==> config.mk <==
export PLATFORM = sky130hd
export DESIGN_NAME = priority_preemption_stack
export DESIGN_NICKNAME = d
export VERILOG_FILES = /design/src/pps_pkg.sv /design/src/pps_ram.sv /design/src/pps_ctrl.sv /design/src/pps_dp.sv /design/src/priority_preemption_stack.sv
export SDC_FILE = /design/constraint.sdc
export NUM_CORES = 1
export LEC_CHECK = 0
export ABC_AREA = 1
export ABC_CLOCK_PERIOD_IN_PS = 3800
export BUFFER_PORTS_ARGS = -buffer_cell sky130_fd_sc_hd__buf_2
export CORE_UTILIZATION = 60
export CTS_CLUSTER_SIZE = 20
export DETAILED_ROUTE_END_ITERATION = 16
export GPL_TIMING_DRIVEN = 0
export PLACE_DENSITY = 0.79
export SETUP_SLACK_MARGIN = 0.1
export SLEW_MARGIN = 10
export SYNTH_ARGS = -nofsm -noshare
export SYNTH_HDL_FRONTEND = slang
export SYNTH_SLANG_ARGS = --single-unit
==> constraint.sdc <==
create_clock -name i_clk -period 3.8 [get_ports i_clk]
set_input_delay 0.19 -clock i_clk [delete_from_list [all_inputs] [get_ports i_clk]]
set_output_delay 0.19 -clock i_clk [all_outputs]
set_load 0.05 [all_outputs]
==> src/pps_pkg.sv <==
// ----------------------------------------------------------------------------
// pps_pkg
// Shared types and constants for the priority preemption stack.
// ----------------------------------------------------------------------------
package pps_pkg;

    localparam int REQ_W    = 3;
    localparam int HANDLE_W = 4;
    localparam int PRIO_W   = 8;
    localparam int STATUS_W = 4;
    localparam int DEPTH_W  = 4;
    localparam int REGCNT_W = 5;

    typedef enum logic [REQ_W-1:0] {
        REQ_ACTIVATE   = 3'd0,
        REQ_DEACTIVATE = 3'd1,
        REQ_ENGINE_END = 3'd2,
        REQ_PRELOAD    = 3'd3,
        REQ_PROBE      = 3'd4
    } t_req;

    typedef enum logic [STATUS_W-1:0] {
        STS_ACTIVATED = 4'd0,
        STS_PUSHED    = 4'd1,
        STS_DROPPED   = 4'd2,
        STS_BLOCKED   = 4'd3,
        STS_INVALID   = 4'd4,
        STS_RESTORED  = 4'd5,
        STS_IDLE      = 4'd6,
        STS_NONE      = 4'd7,
        STS_ENDED     = 4'd8,
        STS_RESET     = 4'd9,
        STS_PROBE_YES = 4'd10,
        STS_PROBE_NO  = 4'd11
    } t_status;

    typedef enum logic [1:0] {
        S_IDLE,
        S_EXEC,
        S_OUT
    } t_state;

    typedef struct packed {
        logic capture;
        logic exec;
    } t_pps_cmd;

endpackage

==> src/pps_ram.sv <==
// ----------------------------------------------------------------------------
// pps_ram
// Generic single-write, single-read RAM with registered read data.
// ----------------------------------------------------------------------------
module pps_ram #(
    parameter int WIDTH = 12,
    parameter int DEPTH = 8
) (
    input  logic                                       i_clk,
    input  logic                                       i_we,
    input  logic [(DEPTH > 1 ? $clog2(DEPTH) : 1)-1:0] i_waddr,
    input  logic [WIDTH-1:0]                           i_wdata,
    input  logic                                       i_re,
    input  logic [(DEPTH > 1 ? $clog2(DEPTH) : 1)-1:0] i_raddr,
    output logic [WIDTH-1:0]                           o_rdata
);

    logic [WIDTH-1:0] r_mem [DEPTH];
    logic [WIDTH-1:0] r_rdata;

    always_ff @(posedge i_clk) begin
        if (i_we) begin
            r_mem[i_waddr] <= i_wdata;
        end
        if (i_re) begin
            r_rdata <= r_mem[i_raddr];
        end
    end

    assign o_rdata = r_rdata;

endmodule

==> src/pps_ctrl.sv <==
// ----------------------------------------------------------------------------
// pps_ctrl
// Request sequencer: accept, execute, hold result until taken.
// ----------------------------------------------------------------------------
module pps_ctrl
    import pps_pkg::*;
(
    input  logic     i_clk,
    input  logic     i_rst_n,
    input  logic     i_in_valid,
    output logic     o_in_ready,
    output logic     o_out_valid,
    input  logic     i_out_ready,
    output t_pps_cmd o_cmd
);

    t_state r_state, n_state;

    always_ff @(posedge i_clk) begin
        if (!i_rst_n) begin
            r_state <= S_IDLE;
        end else begin
            r_state <= n_state;
        end
    end

    always_comb begin
        n_state       = r_state;
        o_in_ready    = 1'b0;
        o_out_valid   = 1'b0;
        o_cmd.capture = 1'b0;
        o_cmd.exec    = 1'b0;
        unique case (r_state)
            S_IDLE: begin
                o_in_ready = 1'b1;
                if (i_in_valid) begin
                    o_cmd.capture = 1'b1;
                    n_state       = S_EXEC;
                end
            end
            S_EXEC: begin
                o_cmd.exec = 1'b1;
                n_state    = S_OUT;
            end
            S_OUT: begin
                o_out_valid = 1'b1;
                if (i_out_ready) begin
                    n_state = S_IDLE;
                end
            end
            default: begin
                n_state = S_IDLE;
            end
        endcase
    end

endmodule

==> src/pps_dp.sv <==
// ----------------------------------------------------------------------------
// pps_dp
// Owner state, stack count, stack RAM and result registers.
// ----------------------------------------------------------------------------
module pps_dp
    import pps_pkg::*;
#(
    parameter int STACK_DEPTH = 8,
    parameter int MAX_OWNERS  = 16,
    parameter int PRIO_BITS   = 8
) (
    input  logic                i_clk,
    input  logic                i_rst_n,
    input  t_pps_cmd            i_cmd,
    input  logic                i_cfg_wr_en,
    input  logic [REGCNT_W-1:0] i_cfg_wr_data,
    input  logic [REQ_W-1:0]    i_req_type,
    input  logic [HANDLE_W-1:0] i_handle,
    input  logic [PRIO_W-1:0]   i_priority_req,
    output logic [STATUS_W-1:0] o_status,
    output logic                o_install_request,
    output logic                o_end_notify,
    output logic [HANDLE_W-1:0] o_end_handle,
    output logic                o_restore_default,
    output logic                o_owner_valid,
    output logic [HANDLE_W-1:0] o_owner_handle,
    output logic [PRIO_W-1:0]   o_owner_priority,
    output logic [DEPTH_W-1:0]  o_stack_depth
);

    localparam int LW = (PRIO_BITS < PRIO_W) ? PRIO_BITS : PRIO_W;
    localparam int AW = (STACK_DEPTH > 1) ? $clog2(STACK_DEPTH) : 1;
    localparam int CW = $clog2(STACK_DEPTH + 1);
    localparam int EW = HANDLE_W + LW;
    localparam logic [CW-1:0] DEPTH_MAX = CW'(STACK_DEPTH);
    localparam logic [8:0]    OWNER_LIM = 9'(MAX_OWNERS);

    logic [REGCNT_W-1:0] r_reg_count;
    logic [REQ_W-1:0]    r_req;
    logic [HANDLE_W-1:0] r_handle;
    logic [LW-1:0]       r_prio;
    logic                r_act_valid, n_act_valid;
    logic [HANDLE_W-1:0] r_act_owner, n_act_owner;
    logic [LW-1:0]       r_act_level, n_act_level;
    logic                r_installed, n_installed;
    logic [CW-1:0]       r_count, n_count;

    logic [STATUS_W-1:0] r_status;
    logic                r_inst, r_notify, r_restore, r_ovalid;
    logic [HANDLE_W-1:0] r_ehandle, r_ohandle;
    logic [PRIO_W-1:0]   r_oprio;
    logic [DEPTH_W-1:0]  r_odepth;

    t_status             n_status;
    logic                n_inst, n_notify, n_restore, push;
    logic [HANDLE_W-1:0] n_ehandle;
    logic                req_ok, owner_ok;
    logic [EW-1:0]       rd_entry;

    function automatic logic handle_ok(input logic [HANDLE_W-1:0] h,
                                       input logic [REGCNT_W-1:0] lim);
        logic a, b;
        a = ({1'b0, h} < lim);
        b = (9'(h) < OWNER_LIM);
        return a && b;
    endfunction

    assign req_ok   = handle_ok(r_handle, r_reg_count);
    assign owner_ok = handle_ok(r_act_owner, r_reg_count);

    pps_ram #(
        .WIDTH (EW),
        .DEPTH (STACK_DEPTH)
    ) u_stack (
        .i_clk   (i_clk),
        .i_we    (i_cmd.exec && push),
        .i_waddr (AW'(r_count)),
        .i_wdata ({r_act_owner, r_act_level}),
        .i_re    (i_cmd.capture),
        .i_raddr (AW'(r_count - CW'(1))),
        .o_rdata (rd_entry)
    );

    always_comb begin
        n_act_valid = r_act_valid;
        n_act_owner = r_act_owner;
        n_act_level = r_act_level;
        n_installed = r_installed;
        n_count     = r_count;
        n_status    = STS_IDLE;
        n_inst      = 1'b0;
        n_notify    = 1'b0;
        n_ehandle   = '0;
        n_restore   = 1'b0;
        push        = 1'b0;
        case (t_req'(r_req))
            REQ_ACTIVATE: begin
                if (!req_ok) begin
                    n_status = STS_INVALID;
                end else if (r_act_valid && r_prio < r_act_level) begin
                    n_status = STS_BLOCKED;
                end else begin
                    if (r_act_valid && r_prio > r_act_level) begin
                        if (r_count < DEPTH_MAX) begin
                            push     = 1'b1;
                            n_count  = r_count + CW'(1);
                            n_status = STS_PUSHED;
                        end else begin
                            n_status = STS_DROPPED;
                        end
                    end else begin
                        n_count  = '0;
                        n_status = STS_ACTIVATED;
                    end
                    n_act_valid = 1'b1;
                    n_act_owner = r_handle;
                    n_act_level = r_prio;
                    n_inst      = !r_installed;
                    n_installed = 1'b1;
                end
            end
            REQ_DEACTIVATE: begin
                if (!r_act_valid) begin
                    n_count  = '0;
                    n_status = STS_NONE;
                end else if (r_count != '0) begin
                    n_count     = r_count - CW'(1);
                    n_act_owner = rd_entry[EW-1:LW];
                    n_act_level = rd_entry[LW-1:0];
                    n_status    = STS_RESTORED;
                end else begin
                    n_notify    = owner_ok;
                    n_ehandle   = owner_ok ? r_act_owner : '0;
                    n_act_valid = 1'b0;
                    n_act_owner = '0;
                    n_act_level = '0;
                    n_count     = '0;
                    n_restore   = r_installed;
                    n_installed = 1'b0;
                    n_status    = STS_IDLE;
                end
            end
            REQ_ENGINE_END: begin
                if (r_act_valid) begin
                    n_notify    = owner_ok;
                    n_ehandle   = owner_ok ? r_act_owner : '0;
                    n_act_valid = 1'b0;
                    n_act_owner = '0;
                    n_act_level = '0;
                    n_status    = STS_ENDED;
                end else begin
                    n_status = STS_NONE;
                end
                n_installed = 1'b0;
            end
            REQ_PRELOAD: begin
                n_act_valid = 1'b0;
                n_act_owner = '0;
                n_act_level = '0;
                n_count     = '0;
                n_restore   = r_installed;
                n_installed = 1'b0;
                n_status    = STS_RESET;
            end
            REQ_PROBE: begin
                n_status = (!r_act_valid || r_prio >= r_act_level) ? STS_PROBE_YES
                                                                   : STS_PROBE_NO;
            end
            default: begin
                n_status = STS_IDLE;
            end
        endcase
    end

    always_ff @(posedge i_clk) begin
        if (!i_rst_n) begin
            r_reg_count <= '0;
            r_act_valid <= 1'b0;
            r_act_owner <= '0;
            r_act_level <= '0;
            r_installed <= 1'b0;
            r_count     <= '0;
        end else begin
            if (i_cfg_wr_en) begin
                r_reg_count <= i_cfg_wr_data;
            end
            if (i_cmd.exec) begin
                r_act_valid <= n_act_valid;
                r_act_owner <= n_act_owner;
                r_act_level <= n_act_level;
                r_installed <= n_installed;
                r_count     <= n_count;
            end
        end
    end

    always_ff @(posedge i_clk) begin
        if (i_cmd.capture) begin
            r_req    <= i_req_type;
            r_handle <= i_handle;
            r_prio   <= i_priority_req[LW-1:0];
        end
        if (i_cmd.exec) begin
            r_status  <= n_status;
            r_inst    <= n_inst;
            r_notify  <= n_notify;
            r_ehandle <= n_ehandle;
            r_restore <= n_restore;
            r_ovalid  <= n_act_valid;
            r_ohandle <= n_act_valid ? n_act_owner : '0;
            r_oprio   <= n_act_valid ? PRIO_W'(n_act_level) : '0;
            r_odepth  <= DEPTH_W'(n_count);
        end
    end

    assign o_status          = r_status;
    assign o_install_request = r_inst;
    assign o_end_notify      = r_notify;
    assign o_end_handle      = r_ehandle;
    assign o_restore_default = r_restore;
    assign o_owner_valid     = r_ovalid;
    assign o_owner_handle    = r_ohandle;
    assign o_owner_priority  = r_oprio;
    assign o_stack_depth     = r_odepth;

endmodule

==> src/priority_preemption_stack.sv <==
// ----------------------------------------------------------------------------
// priority_preemption_stack
// Tracks one active owner by priority with a LIFO of preempted owners.
// ----------------------------------------------------------------------------
// Usage:
//   Requests enter on the input channel (i_in_valid / o_in_ready) as one beat
//   of req_type, handle and priority_req. Each request gives exactly one
//   result beat on the output channel (o_out_valid / i_out_ready).
//   After the input beat is taken, the sequencer passes through its execute
//   state and then presents the result beat.
//   The sequencer handles one request at a time (accept, stack RAM read
//   and execute, result hand-off).
//   A stalled receiver holds the result beat; no new request is taken
//   until it is delivered.
//   registered_count is written through i_cfg_wr_en / i_cfg_wr_data; the user
//   must do so only while the block is idle; the block has no such check.
//   Reset (i_rst_n low, synchronous) clears the owner, the installed flag,
//   the stack count and registered_count; stack RAM contents are not
//   cleared and are only used below the stack count.
// ----------------------------------------------------------------------------
module priority_preemption_stack
    import pps_pkg::*;
#(
    parameter int STACK_DEPTH = 8,
    parameter int MAX_OWNERS  = 16,
    parameter int PRIO_BITS   = 8
) (
    input  logic                i_clk,
    input  logic                i_rst_n,
    input  logic                i_cfg_wr_en,
    input  logic [REGCNT_W-1:0] i_cfg_wr_data,
    input  logic                i_in_valid,
    output logic                o_in_ready,
    input  logic [REQ_W-1:0]    i_req_type,
    input  logic [HANDLE_W-1:0] i_handle,
    input  logic [PRIO_W-1:0]   i_priority_req,
    output logic                o_out_valid,
    input  logic                i_out_ready,
    output logic [STATUS_W-1:0] o_status,
    output logic                o_install_request,
    output logic                o_end_notify,
    output logic [HANDLE_W-1:0] o_end_handle,
    output logic                o_restore_default,
    output logic                o_owner_valid,
    output logic [HANDLE_W-1:0] o_owner_handle,
    output logic [PRIO_W-1:0]   o_owner_priority,
    output logic [DEPTH_W-1:0]  o_stack_depth
);

    t_pps_cmd cmd;

    pps_ctrl u_ctrl (
        .i_clk       (i_clk),
        .i_rst_n     (i_rst_n),
        .i_in_valid  (i_in_valid),
        .o_in_ready  (o_in_ready),
        .o_out_valid (o_out_valid),
        .i_out_ready (i_out_ready),
        .o_cmd       (cmd)
    );

    pps_dp #(
        .STACK_DEPTH (STACK_DEPTH),
        .MAX_OWNERS  (MAX_OWNERS),
        .PRIO_BITS   (PRIO_BITS)
    ) u_dp (
        .i_clk             (i_clk),
        .i_rst_n           (i_rst_n),
        .i_cmd             (cmd),
        .i_cfg_wr_en       (i_cfg_wr_en),
        .i_cfg_wr_data     (i_cfg_wr_data),
        .i_req_type        (i_req_type),
        .i_handle          (i_handle),
        .i_priority_req    (i_priority_req),
        .o_status          (o_status),
        .o_install_request (o_install_request),
        .o_end_notify      (o_end_notify),
        .o_end_handle      (o_end_handle),
        .o_restore_default (o_restore_default),
        .o_owner_valid     (o_owner_valid),
        .o_owner_handle    (o_owner_handle),
        .o_owner_priority  (o_owner_priority),
        .o_stack_depth     (o_stack_depth)
    );

endmodule
; Word level (Yosys, flattened, before mapping)
; Memory sizes are Yosys's and may differ from the RTL's. A register that Yosys moved wholly into a read port is not among the register bits.
; Index checks and enable logic that the tools add are counted.
[op_classes]
muxes = 65
order_cmp = 6
eq_ne = 12
reduce_logical = 14
addsub = 2
bitwise_logic = 2
[op_table]
columns = op, count
row1 = 4-bit two-way mux, 19
row2 = 8-bit two-way mux, 5
row3 = 8-bit case mux with 4 select lines, 1
row4 = 1-bit two-way mux, 26
row5 = 4-bit case mux with 5 select lines, 1
row6 = 4-bit case mux with 4 select lines, 1
row7 = 4-bit case mux with 3 select lines, 1
row8 = 4-bit by 5-bit < comparator with 1-bit output, 2
row9 = 2-bit two-way mux, 5
row10 = 8-bit greater-or-equal comparator, 1
row11 = 8-bit greater-than comparator, 1
row12 = 8-bit < comparator, 1
row13 = 2-bit != test (second input constant), 4
row14 = 4-bit case mux with 2 select lines, 1
row15 = 3-bit by 2-bit equality test with 1-bit output (second input constant), 2
row16 = 1-bit case mux with 3 select lines, 2
row17 = 2-bit case mux with 3 select lines, 1
row18 = 6-bit AND reduction, 1
row19 = 4-bit by 1-bit adder with 4-bit output (second input constant), 1
row20 = 4-bit < comparator (second input constant), 1
row21 = 2-bit by 1-bit != test with 1-bit output (second input constant), 2
row22 = 1-bit case mux with 2 select lines, 2
row23 = 4-bit nonzero test, 1
row24 = 4-bit by 1-bit subtractor with 4-bit output (second input constant), 1
row25 = other kinds (14), 18
[totals]
n_memories = 1
out_inout_bits = 30
regBits = 68
ram_bits = 96
word_cells = 121
inputBits = 25
[mem_list]
columns = memory, depth, word_bits, rd, rd_clocked_by_memory_dff, wr, line
row1 = u_dp.u_stack.r_mem, 8, 12, 1, 1, 1, pps_ram.sv:18  ; logic [WIDTH-1:0] r_mem [DEPTH];

; Longest topological paths before layout
; Gate-level depths: netlist of the first run.
[depth]
depth_word = 9
ltp_mapped = 16
depth_no_buf = 16

; Hierarchy
; A second synthesis of the first run with hierarchy kept.
[unflattened]
cells_unflattened = 885
hier_area_um2 = 8431.8
[modules_own_cells]
columns = module, cells_per_inst, seq_area_each_um2, n_inst, area_each_um2
row1 = pps_ram, 445, 3243.1, 1, 4599.4
row2 = pps_dp, 424, 1751.7, 1, 3727.3
row3 = pps_ctrl, 16, 40.0, 1, 105.1

; Worst setup path after synthesis of the first run
; OpenSTA, ideal clock, no wires.
[synth_path]
path_kind = register to register
start = register u_dp.r_act_level[7]
end = memory u_dp.u_stack.r_mem[6][0] (enable)
arrival_ps = 2512
n_path_buf = 0
path_stages_with_launch = 12
synth_period_minus_slack_ps = 2908
setup_ps = 396
slack_ps = 892
required_ps = 3404
cell_sequence = dfxtp_1 -> inv_1 -> ha_1 -> nand2_1 -> nor2_1 -> nand4_1 -> nand2_1 -> inv_1 -> nand2_1 -> nor3_1 -> nand4_1 -> nor3_1
[synth_between]
elab_chain_cells = 9
word_cells_on_any_way = 11
classes_between = order compare (2) / mux (6) / reduce/logical (3)
[synth_lines]
columns = element, line
row1 = "start, declared", pps_dp.sv:44  ; logic [LW-1:0] r_act_level, n_act_level;
row2 = "start signal, assigned", pps_dp.sv:190  ; r_act_level <= n_act_level;
row3 = 8-bit greater-than comparator, pps_dp.sv:103  ; if (r_act_valid && r_prio > r_act_level) begin
row4 = 1-bit logical AND, pps_dp.sv:103
row5 = 1-bit two-way mux, pps_dp.sv:103
row6 = 1-bit two-way mux (*), pps_dp.sv:100  ; end else if (r_act_valid && r_prio < r_act_level) begin
row7 = 1-bit two-way mux (*), pps_dp.sv:98  ; if (!req_ok) begin
row8 = 1-bit two-way mux (*), pps_dp.sv:96  ; case (t_req'(r_req))
row9 = 1-bit logical AND (*), pps_dp.sv:76  ; .i_we (i_cmd.exec && push),
row10 = 1-bit two-way mux (*), pps_ram.sv:22  ; if (i_we) begin
row11 = 1-bit two-way mux (not written as such) (*), pps_ram.sv:23  ; r_mem[i_waddr] <= i_wdata;
row12 = "end, declared", pps_ram.sv:18
; Every way passes the cells marked *; elsewhere a longest branch is shown, timed or not.

; Final worst setup path of the first run
[layout_path]
start = register u_dp.r_act_level[3]
end = memory u_dp.u_stack.r_mem[2][4] (enable)
; The elaborated chain is that of the path after synthesis.

==> results of run 1 <==
-- critical path: cells and delay by family, from the launching register on --
family	cells	cell delay [ns]
buffers and inverters	3	0.33
adder cells (fa/ha/maj)	1	0.35
AND/OR/NAND/NOR	7	1.89
flip-flops	1	0.59
-- worst paths after layout --
kind | from | end | slack (ns) | depth (start not counted)
worst max-delay path | u_dp.r_act_level[3] | u_dp.u_stack.r_mem[2][4] | 0.25 | 11
worst min-delay path | i_out_ready | u_ctrl.r_state[1] | 0.02 | 4
worst max register to register | u_dp.r_act_level[3] | u_dp.u_stack.r_mem[2][4] | 0.25 | 11
worst min register to register | u_dp.r_installed | u_dp.r_installed | 0.49 | 2
-- synthesized netlist by cell type, drive strengths merged (7+ instances only) --
cell type / number
edfxtp: 151
nor2: 137
nand2: 100
o21ai: 78
inv: 60
nand3: 39
a21oi: 31
dfxtp: 25
clkbuf: 24
ha: 16
o22ai: 14
a31oi: 13
nand4: 11
a211oi: 8
buf: 8
nor3: 7
-- registers in the layout (all words and copies together), names as in the netlist, 2 cells and up --
register and cells:
u_dp.u_stack.r_mem 96, u_dp.u_stack.o_rdata 12, u_dp.o_owner_priority 8, u_dp.r_act_level 8, u_dp.r_prio 8, u_dp.r_reg_count 5, u_dp.o_end_handle 4, u_dp.o_owner_handle 4
u_dp.o_stack_depth 4, u_dp.o_status 4, u_dp.r_act_owner 4, u_dp.r_count 4, u_dp.r_handle 4, u_dp.r_req 3, u_ctrl.r_state 2
-- where the power goes --
| group | switching (uW) | internal (uW) | leakage (uW) |
|---|---|---|---|
| Combinational | 407 | 175 | 0.00151 |
| Sequential | 60.3 | 2190 | 0.00166 |
| Clock | 742 | 903 | 0.000264 |
| Total | 1210 | 3260 | 0.00343 |
-- layout make-up --
cell class                      count  area (um2)
Clock inverter                     13       113.9
Clock buffer                       19       432.9
Buffer                             32       152.6
Timing Repair Buffer               73       471.7
Sequential cell                   176        5035
Tap cell                          172       215.2
Fill cell                         843        3611
Multi-Input combinational cell    465        2307
Inverter                           61       229.0
-- per-layer routing --
layer,GRT usage [%],wire (um)
met5,0,0
met4,14.29,480
met3,5.588,1549
met2,47.62,9128
met1,39.74,7563
-- timing repair --
| item | CTS | global route |
|---|---|---|
| hold buffers | 16 | 0 |
| endpoints found under the hold margin | 16 | 0 |
| gates resized for setup | 0 | 3 |
| endpoints found under the setup margin | 0 | 72 |
-- cell families after synthesis --
logic type                 after synthesis  synth area share (%)
adders and majority gates               16                 2.598
and+or+nand+nor                        299                 16.43
AOI/OAI and AO/OA                      148                 10.46
DFF                                    176                 65.35
buffers and inverters                   93                 4.937
xor gates and xnor gates                 2                0.2274
-- through the flow --
stage          instances  TNS, ns  util, %
3_5_place_dp         963        0    65.58
6_report            1011        0    71.27
3_3_place_gp         959        0    65.13
2_1_floorplan        734        0        -
4_1_cts             1011        0    71.21
5_1_grt             1011  -0.4642    71.27
==> metrics.yaml, run 1 <==
layout:
  syn2layout_area_growth_pct: 16.26
  finish.net_count: 867
  layout_common_cells: "151 x edfxtp_1, 131 x nor2_1, 94 x nand2_1"
  layout_commonest_cell: "edfxtp_1"
  diodes: 0
  postLayoutCellArea_um2: 8957
  final_layout_size_suffix_gt1_share_pct: 14.30
clock_tree:
  ctsHtreeMaxLevel: 4
  cts.sinks: 176
  cts.clk_slew.worst_paths_ns: 0.06
  clk_latency_ns: 0.43
  clock_path_buffers: 2
  cts_made_buffers: 17
  post_cts_buffers: 0
  cts_tree: "done"
  cts_root_buffer: "clkbuf_16"
timing:
  rsz0062_at_grt: "true"
  slew_headroom_pct: 23.07
  finalMaxSlewViolations: 0
  worstMarginPinSlew_ns: 1.150
  fin_skew_ns: 0.008828
  post-route-period-util_pct: 93.54
  report.final.hold_viol_count: 0
  fmax_mhz: 281.3
  period_minus_slack_ns: 3.555
  finalSetupViolCount: 0
  timing.hold.ws_ns: 0.01852
  setup_ws_ns: 0.2453
yosys:
  ys_warn_count: 0
  yosys_register_bits: 176
  netlist_instances: 734
  async_flop_share_pct: 0
  yosys-top-cells-area: "edfxtp_1 59%, nor2_1 6.5%, dfxtp_1 6.5%"
  post_synth.cell_area_avg_um2: 10.50
  ys_seq_area_share_pct: 65.35
  synth_edf_count: 151
  synth_cell_types: 34
  syn_area_um2: 7705
  synth_top_cell_by_area: "edfxtp_1"
  ys.flop_type: "edfxtp_1"
  synth.top_cell.area_share_pct: 58.85
  syn-num-nets: 775
status:
  outcome: "completed"
drt:
  drt-total-wl_um: 18720
  vias: 5976
  drtIter0Drc: 714
  postRouteAntennaNets: 0
  detail_route.wl_per_cell_um: 18.52
  vias_per_cell: 5.911
  dr.pass1.iters: 6
  drc_errors: 0
worst_setup_path:
  critical_path_class: "reg2reg"
  critPathMaxFanout: 12
  end_kind: "register"
  cp.arrival_ns: 3.60
  crit_required_ns: 3.85
  critPathSlowestCell: "nor2_1"
  max_stage_delay_ns: 0.93
  critPathLaunchType: "register"
  worstPathCellList: "inv_1 > ha_1 > nand2_1 > inv_1 > nand4_1 > nand2_1 > inv_1 > nand2_1 > nor3_1 > nand4_1 > nor2_1"
pwr:
  p_leak_uw: 0.003428
  power_density_nw_per_um2: 499.3
  power_uw: 4473
  ir_drop_mv: 0.3392
placement:
  post_dp_cell_area_um2: 8243
  dp_slack_ns: 0.2761
  routabilityCongestion: 0.9306
  portBuffers: 53
  dpl.hpwl_um: 12820
grt:
  grt_antenna_before_repair: 0
  grt_pass1_wl_um: 28860
  overflow: 0
  first_global_vias: 5666
  grt_max_degree: 31
  grtUsageTotal_pct: 29.84
die:
  start_util_pct: 61.30
  core_um2: 12570
  die_area_um2: 13300
  ioPinCount: 55
  row_count: 41
  fp.dieW_um: 115.3
  chipHeight_um: 115.3
min_path:
  hold_path_class: "in2reg"
job:
  drv_cap: 0
Note: power is estimated with default switching activity, not from simulation.
==> run 2, diff against run 1 <==
CORE_UTILIZATION = 62   (was 60)
CTS_BUF_LIST = sky130_fd_sc_hd__clkbuf_8   (was not set)
PLACE_DENSITY = 0.82   (was 0.79)
==> run 2 against run 1 <==
- highest routed layer unchanged
- first-iteration DRC count increased by 14%
- flip-flop and latch count unchanged
- sequential share of layout area increased by 0.77 points
- non-clock buffer count increased by 5
- register-to-register slack improved by 0.02 ns
- global-route usage increased by 0.83 points
- clock power decreased by 24%
- via count decreased by 0.92%
- combinational power increased by 1%
- power decreased by 8.6%
==> metrics.yaml, run 2 (synthesis gave the netlist of run 1 again) <==
layout:
  final_core_util_pct: 73.26  # was 71.27%
  final_layout_size_suffix_gt1_share_pct: 14.69  # was 14.30%
  layout_commonest_cell: "edfxtp_1"  # unchanged
  syn2layout_area_growth_pct: 14.68  # was 16.26%
  diodes: 0  # unchanged
  fillCellCount: 844  # was 843
  finish.net_count: 872  # was 867
  regArea_um2: 5035  # unchanged
  finalNonFillerCells: 1012  # was 1011
  multi_input_area_um2: 2312  # was 2307 um2
  layout_common_cells: "151 x edfxtp_1, 129 x nor2_1, 94 x nand2_1"  # was 151 x edfxtp_1, 131 x nor2_1, 94 x nand2_1
  top_register: "u_dp.u_stack.r_mem"  # unchanged
  largest_reg_flops: 96  # unchanged
placement:
  routabilityCongestion: 0.8786  # was 0.9306
  dpl.hpwl_um: 12800  # was 12820 um
  portBuffers: 53  # unchanged
  dpl.cell_count: 959  # was 963
pwr:
  seqPwrFrac_pct: 54.8  # was 50.2%
  p_sw_uw: 1148  # was 1209 uW
  comb_power_share_pct: 14.4  # was 13.0%
  power_density_nw_per_um2: 462.8  # was 499.3 nW/um2
  power_uw: 4089  # was 4473 uW
  ir_drop_mv: 0.3269  # was 0.3392 mV
  sw_frac_of_total_pct: 28.08  # was 27.04%
  pwr-share-clk_pct: 30.8  # was 36.8%
  p_leak_uw: 0.003385  # was 0.003428 uW
  p_int_uw: 2941  # was 3263 uW
worst_setup_path:
  r2r-start: "u_dp.r_act_level[3]"  # unchanged
  end_kind: "register"  # unchanged
  critical_path_class: "reg2reg"  # unchanged
  rrSetupSlack_ns: 0.27  # was 0.25 ns
  rr_endpoint: "u_dp.u_stack.r_mem[5][1]"  # was u_dp.u_stack.r_mem[2][4]
  startpoint: "u_dp.r_act_level[3]"  # unchanged
  worst-r2r-cell-count: 11  # unchanged
  critPathLaunchType: "register"  # unchanged
  crit_required_ns: 3.88  # was 3.85 ns
  critPathMaxFanout: 12  # unchanged
  cp.arrival_ns: 3.61  # was 3.60 ns
die:
  ioPinCount: 55  # unchanged
  chipHeight_um: 113.5  # was 115.3 um
  start_util_pct: 63.88  # was 61.30%
  fp.dieW_um: 113.5  # was 115.3 um
  core_um2: 12060  # was 12570 um2
  die_area_um2: 12880  # was 13300 um2
  row_count: 40  # was 41
drt:
  drtIter0Drc: 816  # was 714
  vias_per_cell: 5.851  # was 5.911
  dr.pass1.iters: 5  # was 6
  drc_errors: 0  # unchanged
  vias: 5921  # was 5976
  postRouteAntennaNets: 0  # unchanged
  drt-total-wl_um: 18480  # was 18720 um
  detail_route.wl_per_cell_um: 18.26  # was 18.52 um
grt:
  grt_antenna_before_repair: 0  # unchanged
  grtUsageTotal_pct: 30.67  # was 29.84%
  grt_max_degree: 36  # was 31
  first_global_vias: 5726  # was 5666
  grt_pass1_wl_um: 29220  # was 28860 um
  overflow: 0  # unchanged
timing:
  rsz0062_at_grt: "true"  # unchanged
  worstMarginPinSlew_ns: 1.096  # was 1.150 ns
  finalSetupViolCount: 0  # unchanged
  fin_skew_ns: 0.01566  # was 0.008828 ns
  finalMaxSlewViolations: 0  # unchanged
  slew_headroom_pct: 26.69  # was 23.07%
  fin_tns_setup_ns: 0  # unchanged
  timing.hold.ws_ns: 0.03270  # was 0.01852 ns
  period_minus_slack_ns: 3.530  # was 3.555 ns
  post-route-period-util_pct: 92.89  # was 93.54%
  report.final.hold_viol_count: 0  # unchanged
  fmax_mhz: 283.3  # was 281.3 MHz
clock_tree:
  cts.sinks: 176  # unchanged
  cts.clk_slew.worst_paths_ns: 0.09  # was 0.06 ns
  cts_made_buffers: 17  # unchanged
  cts_tree: "done"  # unchanged
  post_cts_buffers: 0  # unchanged
  cts_root_buffer: "clkbuf_8"  # was clkbuf_16
  clk_latency_ns: 0.47  # was 0.43 ns
  clock_path_buffers: 2  # unchanged
  ctsHtreeMaxLevel: 4  # unchanged
min_path:
  hold_path_class: "in2reg"  # unchanged
  whs_endpoint: "u_dp.r_reg_count[2]"  # was u_ctrl.r_state[1]
  hold_depth: 3  # was 4
  hp-start: "i_cfg_wr_data[2]"  # was i_out_ready
status:
  outcome: "completed"  # unchanged
job:
  drv_cap: 0  # unchanged
-- run 2: cell types whose count changed in the layout (fill, tap and decap cells not counted), sizes merged --
| cell | delta |
|---|---|
| clkinvlp | -2 |
| clkinv | +3 |
| clkbuf | -2 |
| bufinv | +1 |
| dlygate4sd3 | +5 |
-- run 2: worst max path at each step --
stage	endpoint	slack, ns	depth (start not counted)
global placement	u_dp.u_stack.r_mem[6][4]	0.06	11
global route	u_dp.u_stack.r_mem[5][1]	0.09	11
detailed placement	u_dp.u_stack.r_mem[0][4]	0.21	11
finish	u_dp.u_stack.r_mem[5][1]	0.27	11
CTS	u_dp.u_stack.r_mem[0][7]	0.19	11
floorplan	u_dp.u_stack.r_mem[6][0]	0.89	11
-- run 2: area by class of cell --
type	count	share of cell area (%)
multi-input cells	465	26.17
plain buffers	32	1.728
clock buffers	17	2.648
well taps	168	2.379
flip-flops and latches	176	56.98
clock inverters	15	1.600
inverters	61	2.591
repair buffers	78	5.905
-- run 2: through the flow --
stage | setup WS (ns) | area (um2)
floorplan | 0.8921 | 7705
global placement | 0.06457 | 8180
detailed placement | 0.2141 | 8238
CTS | 0.1871 | 8823
global route | 0.08945 | 8836
finish | 0.2703 | 8836
-- run 2: metal layers --
layer | part of all wire [%] | routed length (um) | vias to the layer above | global-route usage (%)
met1 | 41 | 7635 | 2810 | 41.02
met5 | 0 | 0 | - | 0
met4 | 2.9 | 537 | 0 | 15.61
met3 | 7.3 | 1346 | 53 | 6.004
li1 | - | - | 2757 | -
met2 | 48 | 8957 | 301 | 48.33
-- run 2: power by group through the flow --
| stage | logic (uW) | clock network, uW | registers, uW |
|---|---|---|---|
| CTS | 577 | 1260 | 2240 |
| detailed placement | 556 | 0 | 2280 |
| global placement | 529 | 0 | 2290 |
| finish | 590 | 1260 | 2240 |
| global route | 645 | 1330 | 2250 |
| floorplan | 336 | 0 | 2320 |
-- run 2: what timing repair did --
item / 4_1_cts / 5_1_grt
resized for setup: 0 / 5
setup endpoints to repair: 0 / 60
hold buffers: 21 / 0
endpoints found under the hold margin: 20 / 0
-- run 2: worst max-delay path: stages, from the launching register on --
cell and delay, ns:
dfxtp_1 0.61, inv_1 0.16, ha_1 0.35, nand2_1 0.09, inv_1 0.05, nand4_1 0.11
nand2_1 0.11, inv_1 0.12, nand2_1 0.08, nor3_1 0.33, nand4_1 0.28, nor2_1 0.87
